**src/rtl/sfd_pkg.sv**
```systemverilog
// Shared types and constants for the sync frame deframer.
// No dependencies; every other file depends on this package.
`default_nettype none

package sfd_pkg;

    localparam int BYTE_W    = 8;
    localparam int LEN_OUT_W = 11;
    localparam int WORD_W    = 16;

    // configuration register indexes
    localparam logic [1:0] CFG_SYNC_FIRST       = 2'd0;
    localparam logic [1:0] CFG_SYNC_SECOND      = 2'd1;
    localparam logic [1:0] CFG_VERSION_EXPECTED = 2'd2;

    localparam logic [2:0]        HDR_LAST       = 3'd5;
    localparam logic [WORD_W-1:0] CHECKSUM_EMPTY = 16'hffff;

    typedef enum logic [1:0] {
        V_NONE     = 2'd0,
        V_GOOD     = 2'd1,
        V_REJECT   = 2'd2,
        V_MISMATCH = 2'd3
    } t_verdict;

    typedef struct packed {
        logic                 payload_valid;
        logic [BYTE_W-1:0]    payload_byte;
        t_verdict             verdict;
        logic [BYTE_W-1:0]    frame_kind;
        logic [LEN_OUT_W-1:0] frame_length;
    } t_result;

endpackage

`default_nettype wire

```
**src/rtl/sfd_byte_if.sv**
```systemverilog
// Input channel of the deframer: one received byte per item.
// Depends on sfd_pkg for the byte width.
`default_nettype none

interface sfd_byte_if;
    logic                       valid;
    logic                       ready;
    logic [sfd_pkg::BYTE_W-1:0] data_byte;

    modport source (output valid, output data_byte, input ready);
    modport sink   (input valid, input data_byte, output ready);
endinterface

`default_nettype wire

```
**src/rtl/sfd_result_if.sv**
```systemverilog
// Output channel of the deframer: one result item per accepted byte.
// Depends on sfd_pkg for field widths and the verdict type.
`default_nettype none

interface sfd_result_if;
    logic                          valid;
    logic                          ready;
    logic                          payload_valid;
    logic [sfd_pkg::BYTE_W-1:0]    payload_byte;
    sfd_pkg::t_verdict             verdict;
    logic [sfd_pkg::BYTE_W-1:0]    frame_kind;
    logic [sfd_pkg::LEN_OUT_W-1:0] frame_length;

    modport source (output valid, output payload_valid, output payload_byte,
                    output verdict, output frame_kind, output frame_length,
                    input ready);
    modport sink   (input valid, input payload_valid, input payload_byte,
                    input verdict, input frame_kind, input frame_length,
                    output ready);
endinterface

`default_nettype wire

```
**src/rtl/sfd_core.sv**
```systemverilog
// Deframer state machine: sync hunt, header capture, payload checksum.
// Depends on sfd_pkg; the result is combinational from state and the byte.
`default_nettype none

module sfd_core #(
    parameter int MAX_PAYLOAD = 1024
) (
    input  wire logic                       i_clk,
    input  wire logic                       i_rst_n,
    input  wire logic                       i_cfg_we,
    input  wire logic [1:0]                 i_cfg_index,
    input  wire logic [sfd_pkg::BYTE_W-1:0] i_cfg_data,
    input  wire logic                       i_accept,
    input  wire logic [sfd_pkg::BYTE_W-1:0] i_data_byte,
    output sfd_pkg::t_result                o_result
);
    import sfd_pkg::*;

    localparam int CNT_W = $clog2(MAX_PAYLOAD + 1);

    typedef enum logic [1:0] {
        PH_HUNT1,
        PH_HUNT2,
        PH_HEADER,
        PH_PAYLOAD
    } t_phase;

    t_phase              r_phase,    n_phase;
    logic [2:0]          r_hdr_cnt,  n_hdr_cnt;
    logic [BYTE_W-1:0]   r_version,  n_version;
    logic [BYTE_W-1:0]   r_kind,     n_kind;
    logic [WORD_W-1:0]   r_length,   n_length;
    logic [WORD_W-1:0]   r_checksum, n_checksum;
    logic [CNT_W-1:0]    r_pay_cnt,  n_pay_cnt;
    logic [WORD_W-1:0]   r_sum,      n_sum;
    logic [BYTE_W-1:0]   r_sync_first, r_sync_second, r_version_exp;

    logic [WORD_W-1:0]   sum_add;
    logic [WORD_W:0]     sum_wide;
    logic [CNT_W-1:0]    cnt_inc;
    t_result             res;

    // ones-complement add with end-around carry; a second carry cannot occur
    assign sum_wide = {1'b0, r_sum} + {{(WORD_W + 1 - BYTE_W){1'b0}}, i_data_byte};
    assign sum_add  = sum_wide[WORD_W] ? (sum_wide[WORD_W-1:0] + 1'b1)
                                       : sum_wide[WORD_W-1:0];
    assign cnt_inc  = r_pay_cnt + 1'b1;

    always_comb begin
        n_phase    = r_phase;
        n_hdr_cnt  = r_hdr_cnt;
        n_version  = r_version;
        n_kind     = r_kind;
        n_length   = r_length;
        n_checksum = r_checksum;
        n_pay_cnt  = r_pay_cnt;
        n_sum      = r_sum;
        res        = '0;
        res.verdict = V_NONE;

        unique case (r_phase)
            PH_HUNT1: begin
                if (i_data_byte == r_sync_first) n_phase = PH_HUNT2;
            end
            PH_HUNT2: begin
                // second sync byte wins when both sync bytes match
                if (i_data_byte == r_sync_second) begin
                    n_phase   = PH_HEADER;
                    n_hdr_cnt = '0;
                end else if (i_data_byte != r_sync_first) begin
                    n_phase = PH_HUNT1;
                end
            end
            PH_HEADER: begin
                unique case (r_hdr_cnt)
                    3'd0:    n_version  = i_data_byte;
                    3'd1:    n_kind     = i_data_byte;
                    3'd2:    n_length   = {i_data_byte, r_length[BYTE_W-1:0]};
                    3'd3:    n_length   = {r_length[WORD_W-1:BYTE_W], i_data_byte};
                    3'd4:    n_checksum = {i_data_byte, r_checksum[BYTE_W-1:0]};
                    default: n_checksum = {r_checksum[WORD_W-1:BYTE_W], i_data_byte};
                endcase
                n_hdr_cnt = r_hdr_cnt + 1'b1;
                if (r_hdr_cnt >= HDR_LAST) begin
                    n_hdr_cnt = '0;
                    n_pay_cnt = '0;
                    n_sum     = '0;
                    if (r_version != r_version_exp ||
                        r_length > WORD_W'(MAX_PAYLOAD)) begin
                        n_phase     = PH_HUNT1;
                        res.verdict = V_REJECT;
                    end else if (r_length == '0) begin
                        n_phase = PH_HUNT1;
                        if (n_checksum != CHECKSUM_EMPTY) begin
                            res.verdict = V_MISMATCH;
                        end else begin
                            res.verdict    = V_GOOD;
                            res.frame_kind = r_kind;
                        end
                    end else begin
                        n_phase = PH_PAYLOAD;
                    end
                end
            end
            default: begin
                res.payload_valid = 1'b1;
                res.payload_byte  = i_data_byte;
                n_sum     = sum_add;
                n_pay_cnt = cnt_inc;
                if (WORD_W'(cnt_inc) >= r_length) begin
                    n_phase = PH_HUNT1;
                    if (~sum_add != r_checksum) begin
                        res.verdict = V_MISMATCH;
                    end else begin
                        res.verdict      = V_GOOD;
                        res.frame_kind   = r_kind;
                        res.frame_length = r_length[LEN_OUT_W-1:0];
                    end
                end
            end
        endcase
    end

    assign o_result = res;

    always_ff @(posedge i_clk) begin
        if (!i_rst_n) begin
            r_phase       <= PH_HUNT1;
            r_hdr_cnt     <= '0;
            r_version     <= '0;
            r_kind        <= '0;
            r_length      <= '0;
            r_checksum    <= '0;
            r_pay_cnt     <= '0;
            r_sum         <= '0;
            r_sync_first  <= '0;
            r_sync_second <= '0;
            r_version_exp <= '0;
        end else begin
            if (i_accept) begin
                r_phase    <= n_phase;
                r_hdr_cnt  <= n_hdr_cnt;
                r_version  <= n_version;
                r_kind     <= n_kind;
                r_length   <= n_length;
                r_checksum <= n_checksum;
                r_pay_cnt  <= n_pay_cnt;
                r_sum      <= n_sum;
            end
            if (i_cfg_we) begin
                unique case (i_cfg_index)
                    CFG_SYNC_FIRST:       r_sync_first  <= i_cfg_data;
                    CFG_SYNC_SECOND:      r_sync_second <= i_cfg_data;
                    CFG_VERSION_EXPECTED: r_version_exp <= i_cfg_data;
                    default: ;
                endcase
            end
        end
    end

endmodule

`default_nettype wire

```
**src/rtl/sfd_skid.sv**
```systemverilog
// Two-entry output buffer: result register plus skid register.
// Depends on sfd_pkg for the result struct.
`default_nettype none

module sfd_skid (
    input  wire logic             i_clk,
    input  wire logic             i_rst_n,
    input  wire logic             i_valid,
    output logic                  o_ready,
    input  wire sfd_pkg::t_result i_result,
    output logic                  o_valid,
    input  wire logic             i_ready,
    output sfd_pkg::t_result      o_result
);
    import sfd_pkg::*;

    logic    r_out_valid, r_skid_valid;
    t_result r_out, r_skid;

    assign o_ready  = !r_skid_valid;
    assign o_valid  = r_out_valid;
    assign o_result = r_out;

    always_ff @(posedge i_clk) begin
        if (!i_rst_n) begin
            r_out_valid  <= 1'b0;
            r_skid_valid <= 1'b0;
        end else if (!r_out_valid || i_ready) begin
            // output slot frees: refill from skid first, else from the input
            if (r_skid_valid) begin
                r_out        <= r_skid;
                r_out_valid  <= 1'b1;
                r_skid_valid <= 1'b0;
            end else begin
                r_out       <= i_result;
                r_out_valid <= i_valid;
            end
        end else if (i_valid && !r_skid_valid) begin
            r_skid       <= i_result;
            r_skid_valid <= 1'b1;
        end
    end

endmodule

`default_nettype wire

```
**src/rtl/sync_frame_deframer_top.sv**
```systemverilog
// Top level of the sync frame deframer: channel interfaces and config port.
// Depends on sfd_pkg, sfd_byte_if, sfd_result_if, sfd_core and sfd_skid.
`default_nettype none

// One byte is taken per clock while the buffer has room; each gives exactly
// one result item, registered in the output or skid register. The hunt,
// header capture and checksum add form a single combinational step ahead of
// a two-entry output buffer: bytes flow with one result waiting, not two.
// Configuration writes take effect at the next edge; no memory, no clearing.
module sync_frame_deframer_top #(
    parameter int MAX_PAYLOAD = 1024
) (
    input  wire logic                       i_clk,
    input  wire logic                       i_rst_n,
    input  wire logic                       i_cfg_we,
    input  wire logic [1:0]                 i_cfg_index,
    input  wire logic [sfd_pkg::BYTE_W-1:0] i_cfg_data,
    sfd_byte_if.sink                        i_byte_ch,
    sfd_result_if.source                    o_res_ch
);
    import sfd_pkg::*;

    logic    accept, buf_ready;
    t_result core_res, out_res;

    assign i_byte_ch.ready = buf_ready;
    assign accept          = i_byte_ch.valid && buf_ready;

    sfd_core #(
        .MAX_PAYLOAD (MAX_PAYLOAD)
    ) u_core (
        .i_clk       (i_clk),
        .i_rst_n     (i_rst_n),
        .i_cfg_we    (i_cfg_we),
        .i_cfg_index (i_cfg_index),
        .i_cfg_data  (i_cfg_data),
        .i_accept    (accept),
        .i_data_byte (i_byte_ch.data_byte),
        .o_result    (core_res)
    );

    sfd_skid u_skid (
        .i_clk    (i_clk),
        .i_rst_n  (i_rst_n),
        .i_valid  (accept),
        .o_ready  (buf_ready),
        .i_result (core_res),
        .o_valid  (o_res_ch.valid),
        .i_ready  (o_res_ch.ready),
        .o_result (out_res)
    );

    assign o_res_ch.payload_valid = out_res.payload_valid;
    assign o_res_ch.payload_byte  = out_res.payload_byte;
    assign o_res_ch.verdict       = out_res.verdict;
    assign o_res_ch.frame_kind    = out_res.frame_kind;
    assign o_res_ch.frame_length  = out_res.frame_length;

endmodule

`default_nettype wire

```
**src/flat_wrapper.sv**
```systemverilog
// flat-port wrapper written by rule: the top's interface ports become plain ports
module sync_frame_deframer_top_flat import sfd_pkg::*;
#(
    parameter int MAX_PAYLOAD = 1024
)
  (i_clk, i_rst_n, i_cfg_we, i_cfg_index, i_cfg_data, i_byte_ch_valid, i_byte_ch_data_byte, i_byte_ch_ready, o_res_ch_valid, o_res_ch_payload_valid, o_res_ch_payload_byte, o_res_ch_verdict, o_res_ch_frame_kind, o_res_ch_frame_length, o_res_ch_ready);
  sfd_byte_if i_byte_ch_i ();
  sfd_result_if o_res_ch_i ();
  input  wire logic i_clk;
  input  wire logic i_rst_n;
  input  wire logic i_cfg_we;
  input  wire logic [1:0] i_cfg_index;
  input  wire logic [sfd_pkg::BYTE_W-1:0] i_cfg_data;
  input wire logic [$bits(i_byte_ch_i.valid)-1:0] i_byte_ch_valid;
  input wire logic [$bits(i_byte_ch_i.data_byte)-1:0] i_byte_ch_data_byte;
  output wire logic [$bits(i_byte_ch_i.ready)-1:0] i_byte_ch_ready;
  output wire logic [$bits(o_res_ch_i.valid)-1:0] o_res_ch_valid;
  output wire logic [$bits(o_res_ch_i.payload_valid)-1:0] o_res_ch_payload_valid;
  output wire logic [$bits(o_res_ch_i.payload_byte)-1:0] o_res_ch_payload_byte;
  output wire logic [$bits(o_res_ch_i.verdict)-1:0] o_res_ch_verdict;
  output wire logic [$bits(o_res_ch_i.frame_kind)-1:0] o_res_ch_frame_kind;
  output wire logic [$bits(o_res_ch_i.frame_length)-1:0] o_res_ch_frame_length;
  input wire logic [$bits(o_res_ch_i.ready)-1:0] o_res_ch_ready;
  assign i_byte_ch_i.valid = i_byte_ch_valid;
  assign i_byte_ch_i.data_byte = i_byte_ch_data_byte;
  assign i_byte_ch_ready = i_byte_ch_i.ready;
  assign o_res_ch_valid = o_res_ch_i.valid;
  assign o_res_ch_payload_valid = o_res_ch_i.payload_valid;
  assign o_res_ch_payload_byte = o_res_ch_i.payload_byte;
  assign o_res_ch_verdict = o_res_ch_i.verdict;
  assign o_res_ch_frame_kind = o_res_ch_i.frame_kind;
  assign o_res_ch_frame_length = o_res_ch_i.frame_length;
  assign o_res_ch_i.ready = o_res_ch_ready;
  sync_frame_deframer_top #(.MAX_PAYLOAD(MAX_PAYLOAD)) u_core (.i_clk(i_clk), .i_rst_n(i_rst_n), .i_cfg_we(i_cfg_we), .i_cfg_index(i_cfg_index), .i_cfg_data(i_cfg_data), .i_byte_ch(i_byte_ch_i), .o_res_ch(o_res_ch_i));
endmodule
```
**config.mk**
```make
export PLATFORM = sky130hd
export DESIGN_NAME = sync_frame_deframer_top_flat
export DESIGN_NICKNAME = d
export VERILOG_FILES = /design/src/rtl/sfd_pkg.sv /design/src/rtl/sfd_byte_if.sv /design/src/rtl/sfd_result_if.sv /design/src/rtl/sfd_core.sv /design/src/rtl/sfd_skid.sv /design/src/rtl/sync_frame_deframer_top.sv /design/src/flat_wrapper.sv
export SDC_FILE = /design/constraint.sdc
export NUM_CORES = 1
export LEC_CHECK = 0
export BUFFER_PORTS_ARGS = -buffer_cell sky130_fd_sc_hd__buf_2
export CORE_ASPECT_RATIO = 2
export CORE_MARGIN = 2
export CORE_UTILIZATION = 38
export CTS_CLUSTER_DIAMETER = 40
export DETAILED_ROUTE_END_ITERATION = 16
export GPL_TIMING_DRIVEN = 1
export PLACE_DENSITY = 0.64
export SLEW_MARGIN = 40
export SYNTH_ARGS = -nofsm -noshare
export SYNTH_HDL_FRONTEND = slang
export SYNTH_SLANG_ARGS = --single-unit
```
**constraint.sdc**
```tcl
create_clock -name i_clk -period 8.93 [get_ports i_clk]
set_input_delay 1.3395 -clock i_clk [delete_from_list [all_inputs] [get_ports i_clk]]
set_output_delay 1.3395 -clock i_clk [all_outputs]
set_load 0.01 [all_outputs]
```
==> flow_metrics.py <==
metrics = {
    "clock_network": {
        "cts_tree": "yes",
        "post_cts_buffers": 0,
        "cts_sinks": 166,
        "clk_pin_slew_ns": 0.07,
        "cts_buffers": 17,
        "postCtsHoldBufs": 0,
        "cts-htree-levels": 4,
        "cts_root_buffer": "clkbuf_16",
        "clk_path_buf_depth": 2,
        "insertion_delay_ns": 0.45,
        "cts.repair.resized": 0,
    },
    "routing": {
        "wirelength_mm": 21.7,
        "met1_length_mm": 8.27,
        "antenna_left": 0,
        "vias": 6592,
        "first_pass_iters": 5,
        "wl_met3_um": 675,
        "wl_met2_mm": 11.7,
        "routedWlPerCell_um": 17.9,
        "dr.first_iter.drc_count": 362,
        "routed_via_density": 5.42,
        "top_layer_used": "met4",
        "drc_errors": 0,
    },
    "place": {
        "routabilityCongestion": 0.896,
        "io_buffers": 54,
        "place_ws_ns": 3.66,
        "dp_hpwl_mm": 15.8,
    },
    "setup_path": {
        "crit_chain": "buf_2 > ha_1 > inv_1 > fa_1 > nand2b_1 > a211o_1 > a211oi_4 > and4_4 > nor4b_2 > o31ai_1 > nor4b_1 > a41oi_2 > nor2_1",
        "rrSetupSlack_ns": 5.00,
        "worstSetupStartpointType": "input port",
        "end_kind": "flip-flop",
        "rr_worst_depth": 12,
        "path_class": "in2reg",
        "critPathRequiredTime_ns": 9.23,
        "arrival_ns": 5.14,
        "cp_max_fo": 11,
        "slowest_stage": "nor4b_1",
        "slowest_delay_ns": 0.53,
        "rr_startpoint": "u_core.u_core.r_sum[0]",
        "reg2reg_to": "u_core.u_skid.o_result[18]",
    },
    "floorplan": {
        "pin_count": 55,
        "core_um2": 22700,
        "die_h_um": 219,
        "die_area_um2": 24400,
        "start_util_pct": 38.7,
        "die_w_um": 112,
        "rows": 78,
    },
    "yosys": {
        "synthFlopType": "dfxtp_1",
        "syn-num-nets": 939,
        "ys_seq_area_share_pct": 44.6,
        "synth_edf_count": 60,
        "netlist.area_leader.share_pct": 24.1,
        "yosysMostFrequentCell": "dfxtp_1",
        "synth-seq-cells": 166,
        "synth_area_per_cell_um2": 9.89,
        "synthCells": 889,
        "async_reset_ff_share_pct": 0,
        "syn_area_um2": 8790,
        "synthTopCellsByArea": "dfxtp_1, edfxtp_1, mux2i_1, nor2b_1, ha_1",
        "synth.distinct_cells": 68,
        "yosys_warnings": 0,
        "yosysTopAreaCell": "dfxtp_1",
        "synth_commonest_cells": "dfxtp_1, nor2b_1, nand2_1",
    },
    "sta": {
        "post-route-min-period_ns": 4.84,
        "worstMarginPinSlew_ns": 0.876,
        "max_freq_ghz": 0.206,
        "rsz0062_at_grt": "false",
        "finalHoldViolations": 0,
        "maxSlewViolCount": 0,
        "setup_slack_ns": 4.09,
        "setup_viol": 0,
        "slew_headroom_pct": 41.4,
        "skew_ns": 0.0134,
        "tns_ns": 0,
        "finalCritPeriodShare_pct": 54.2,
    },
    "final_layout": {
        "drive_above_1_share_pct": 14.4,
        "n_antenna_cell": 0,
        "area_growth_pct": 13.4,
        "nets": 973,
        "fillers": 2184,
        "postLayoutCoreUtil_pct": 43.9,
    },
    "outcome": {
        "outcome": "finished clean",
    },
    "grt": {
        "grt_use_total_pct": 18.2,
        "overflow": 0,
        "grt_pass1_wl_mm": 34.9,
        "grt_pass1_vias": 6644,
        "grt_start_max_net_pins": 55,
        "antenna_found_initial": 0,
    },
    "power_and_ir_drop": {
        "power_density_nw_per_um2": 173,
        "vdd_drop_max_mv": 0.132,
        "cellLeakagePower_nw": 3.88,
    },
    "flow_run": {
        "maxCapViolations": 0,
    },
    "worst_hold_path": {
        "hold_start": "u_core.u_core.r_version[4]",
        "worstHoldPathType": "reg2reg",
        "hold_end": "u_core.u_core.r_version[4]",
        "whs_path_depth": 2,
    },
}
worst max-delay path, delay by kind of cell:
kind	cells	cell delay [ns]
buffers and inverters	2	0.34
adder cells (fa/ha/maj)	2	0.63
AO/OA/AOI/OAI	4	1.22
AND/OR/NAND/NOR	5	1.61
report_power, final:
part | switching [mW] | total, mW | internal, mW
registers | 0.00897 | 0.805 | 0.796
clock network | 0.335 | 0.811 | 0.476
logic | 0.0665 | 0.108 | 0.0420
layout make-up:
cell class	count	area, um2	share of cell area, %
Clock inverter	15	218	2.18
Clock buffer	17	425	4.27
Inverter	26	97.6	0.979
Multi-Input combinational cell	647	4590	46.0
Sequential cell	166	3920	39.3
Tap cell	280	350	3.51
Timing Repair Buffer	65	365	3.66
through the flow:
stage	hold slack, ns	power (mW)	instance area [um2]	instances
6_report	0.475	1.72	9970	1216
5_1_grt	0.507	1.78	9970	1216
4_1_cts	0.480	1.74	9970	1216
3_5_place_dp	0.471	0.930	9320	1184
3_3_place_gp	0.459	0.929	9300	1183
2_1_floorplan	0.447	0.890	8790	889
layer usage:
metal	track usage, %	up-vias
met5	0	-
met2	34.2	136
met4	10.2	0
li1	-	3232
met1	19.0	3176
met3	2.87	48
flip-flops by register name, summed over array words and instances, names as in the netlist, 2 cells and up:
register / flops
u_core.u_core.r_checksum: 16
u_core.u_core.r_hdr_cnt: 3
u_core.u_core.r_kind: 8
u_core.u_core.r_length: 16
u_core.u_core.r_pay_cnt: 11
u_core.u_core.r_phase: 2
u_core.u_core.r_sum: 16
u_core.u_core.r_sync_first: 8
u_core.u_core.r_sync_second: 8
u_core.u_core.r_version: 8
u_core.u_core.r_version_exp: 8
u_core.u_skid.o_result: 30
u_core.u_skid.r_skid: 30
layout by cell type (no fill, tap or decap), types with 11 or more instances in the layout:
cell type and count:
dfxtp_1 106, nor2b_1 78, nand2_1 72, mux2i_1 62, edfxtp_1 60, buf_2 54, nor2_1 50, nand3_1 37
xnor2_1 35, xor2_1 33, o21ai_0 27, inv_1 26, ha_1 26, a21boi_0 23, a21oi_1 22, nand4_1 18
clkbuf_16 17, a22oi_1 12, and2_1 11, o31ai_2 11
worst max-delay path by stage:
stage | startpoint | to | cells past startpoint
floorplan | i_byte_ch_data_byte[1] | u_core.u_skid.o_result[20] | 12
global placement | i_byte_ch_data_byte[0] | u_core.u_skid.o_result[14] | 13
detailed placement | i_byte_ch_data_byte[0] | u_core.u_skid.o_result[18] | 13
CTS | i_byte_ch_data_byte[0] | u_core.u_skid.o_result[18] | 13
global route | i_byte_ch_data_byte[0] | u_core.u_skid.o_result[18] | 13
finish | i_byte_ch_data_byte[0] | u_core.u_skid.o_result[18] | 13
cells by family (layout without fill, tap and decap cells):
kind of cell,count (synthesis),after routing,synth area share [%]
buf+inv,76,123,3.29
compound gates,149,149,12.7
fa+ha+maj,28,28,4.04
xor+xnor,69,69,7.03
flops,166,166,44.6
mux,72,72,8.34
simple gates,329,329,20.0
Power figures use the tool's default switching activity.
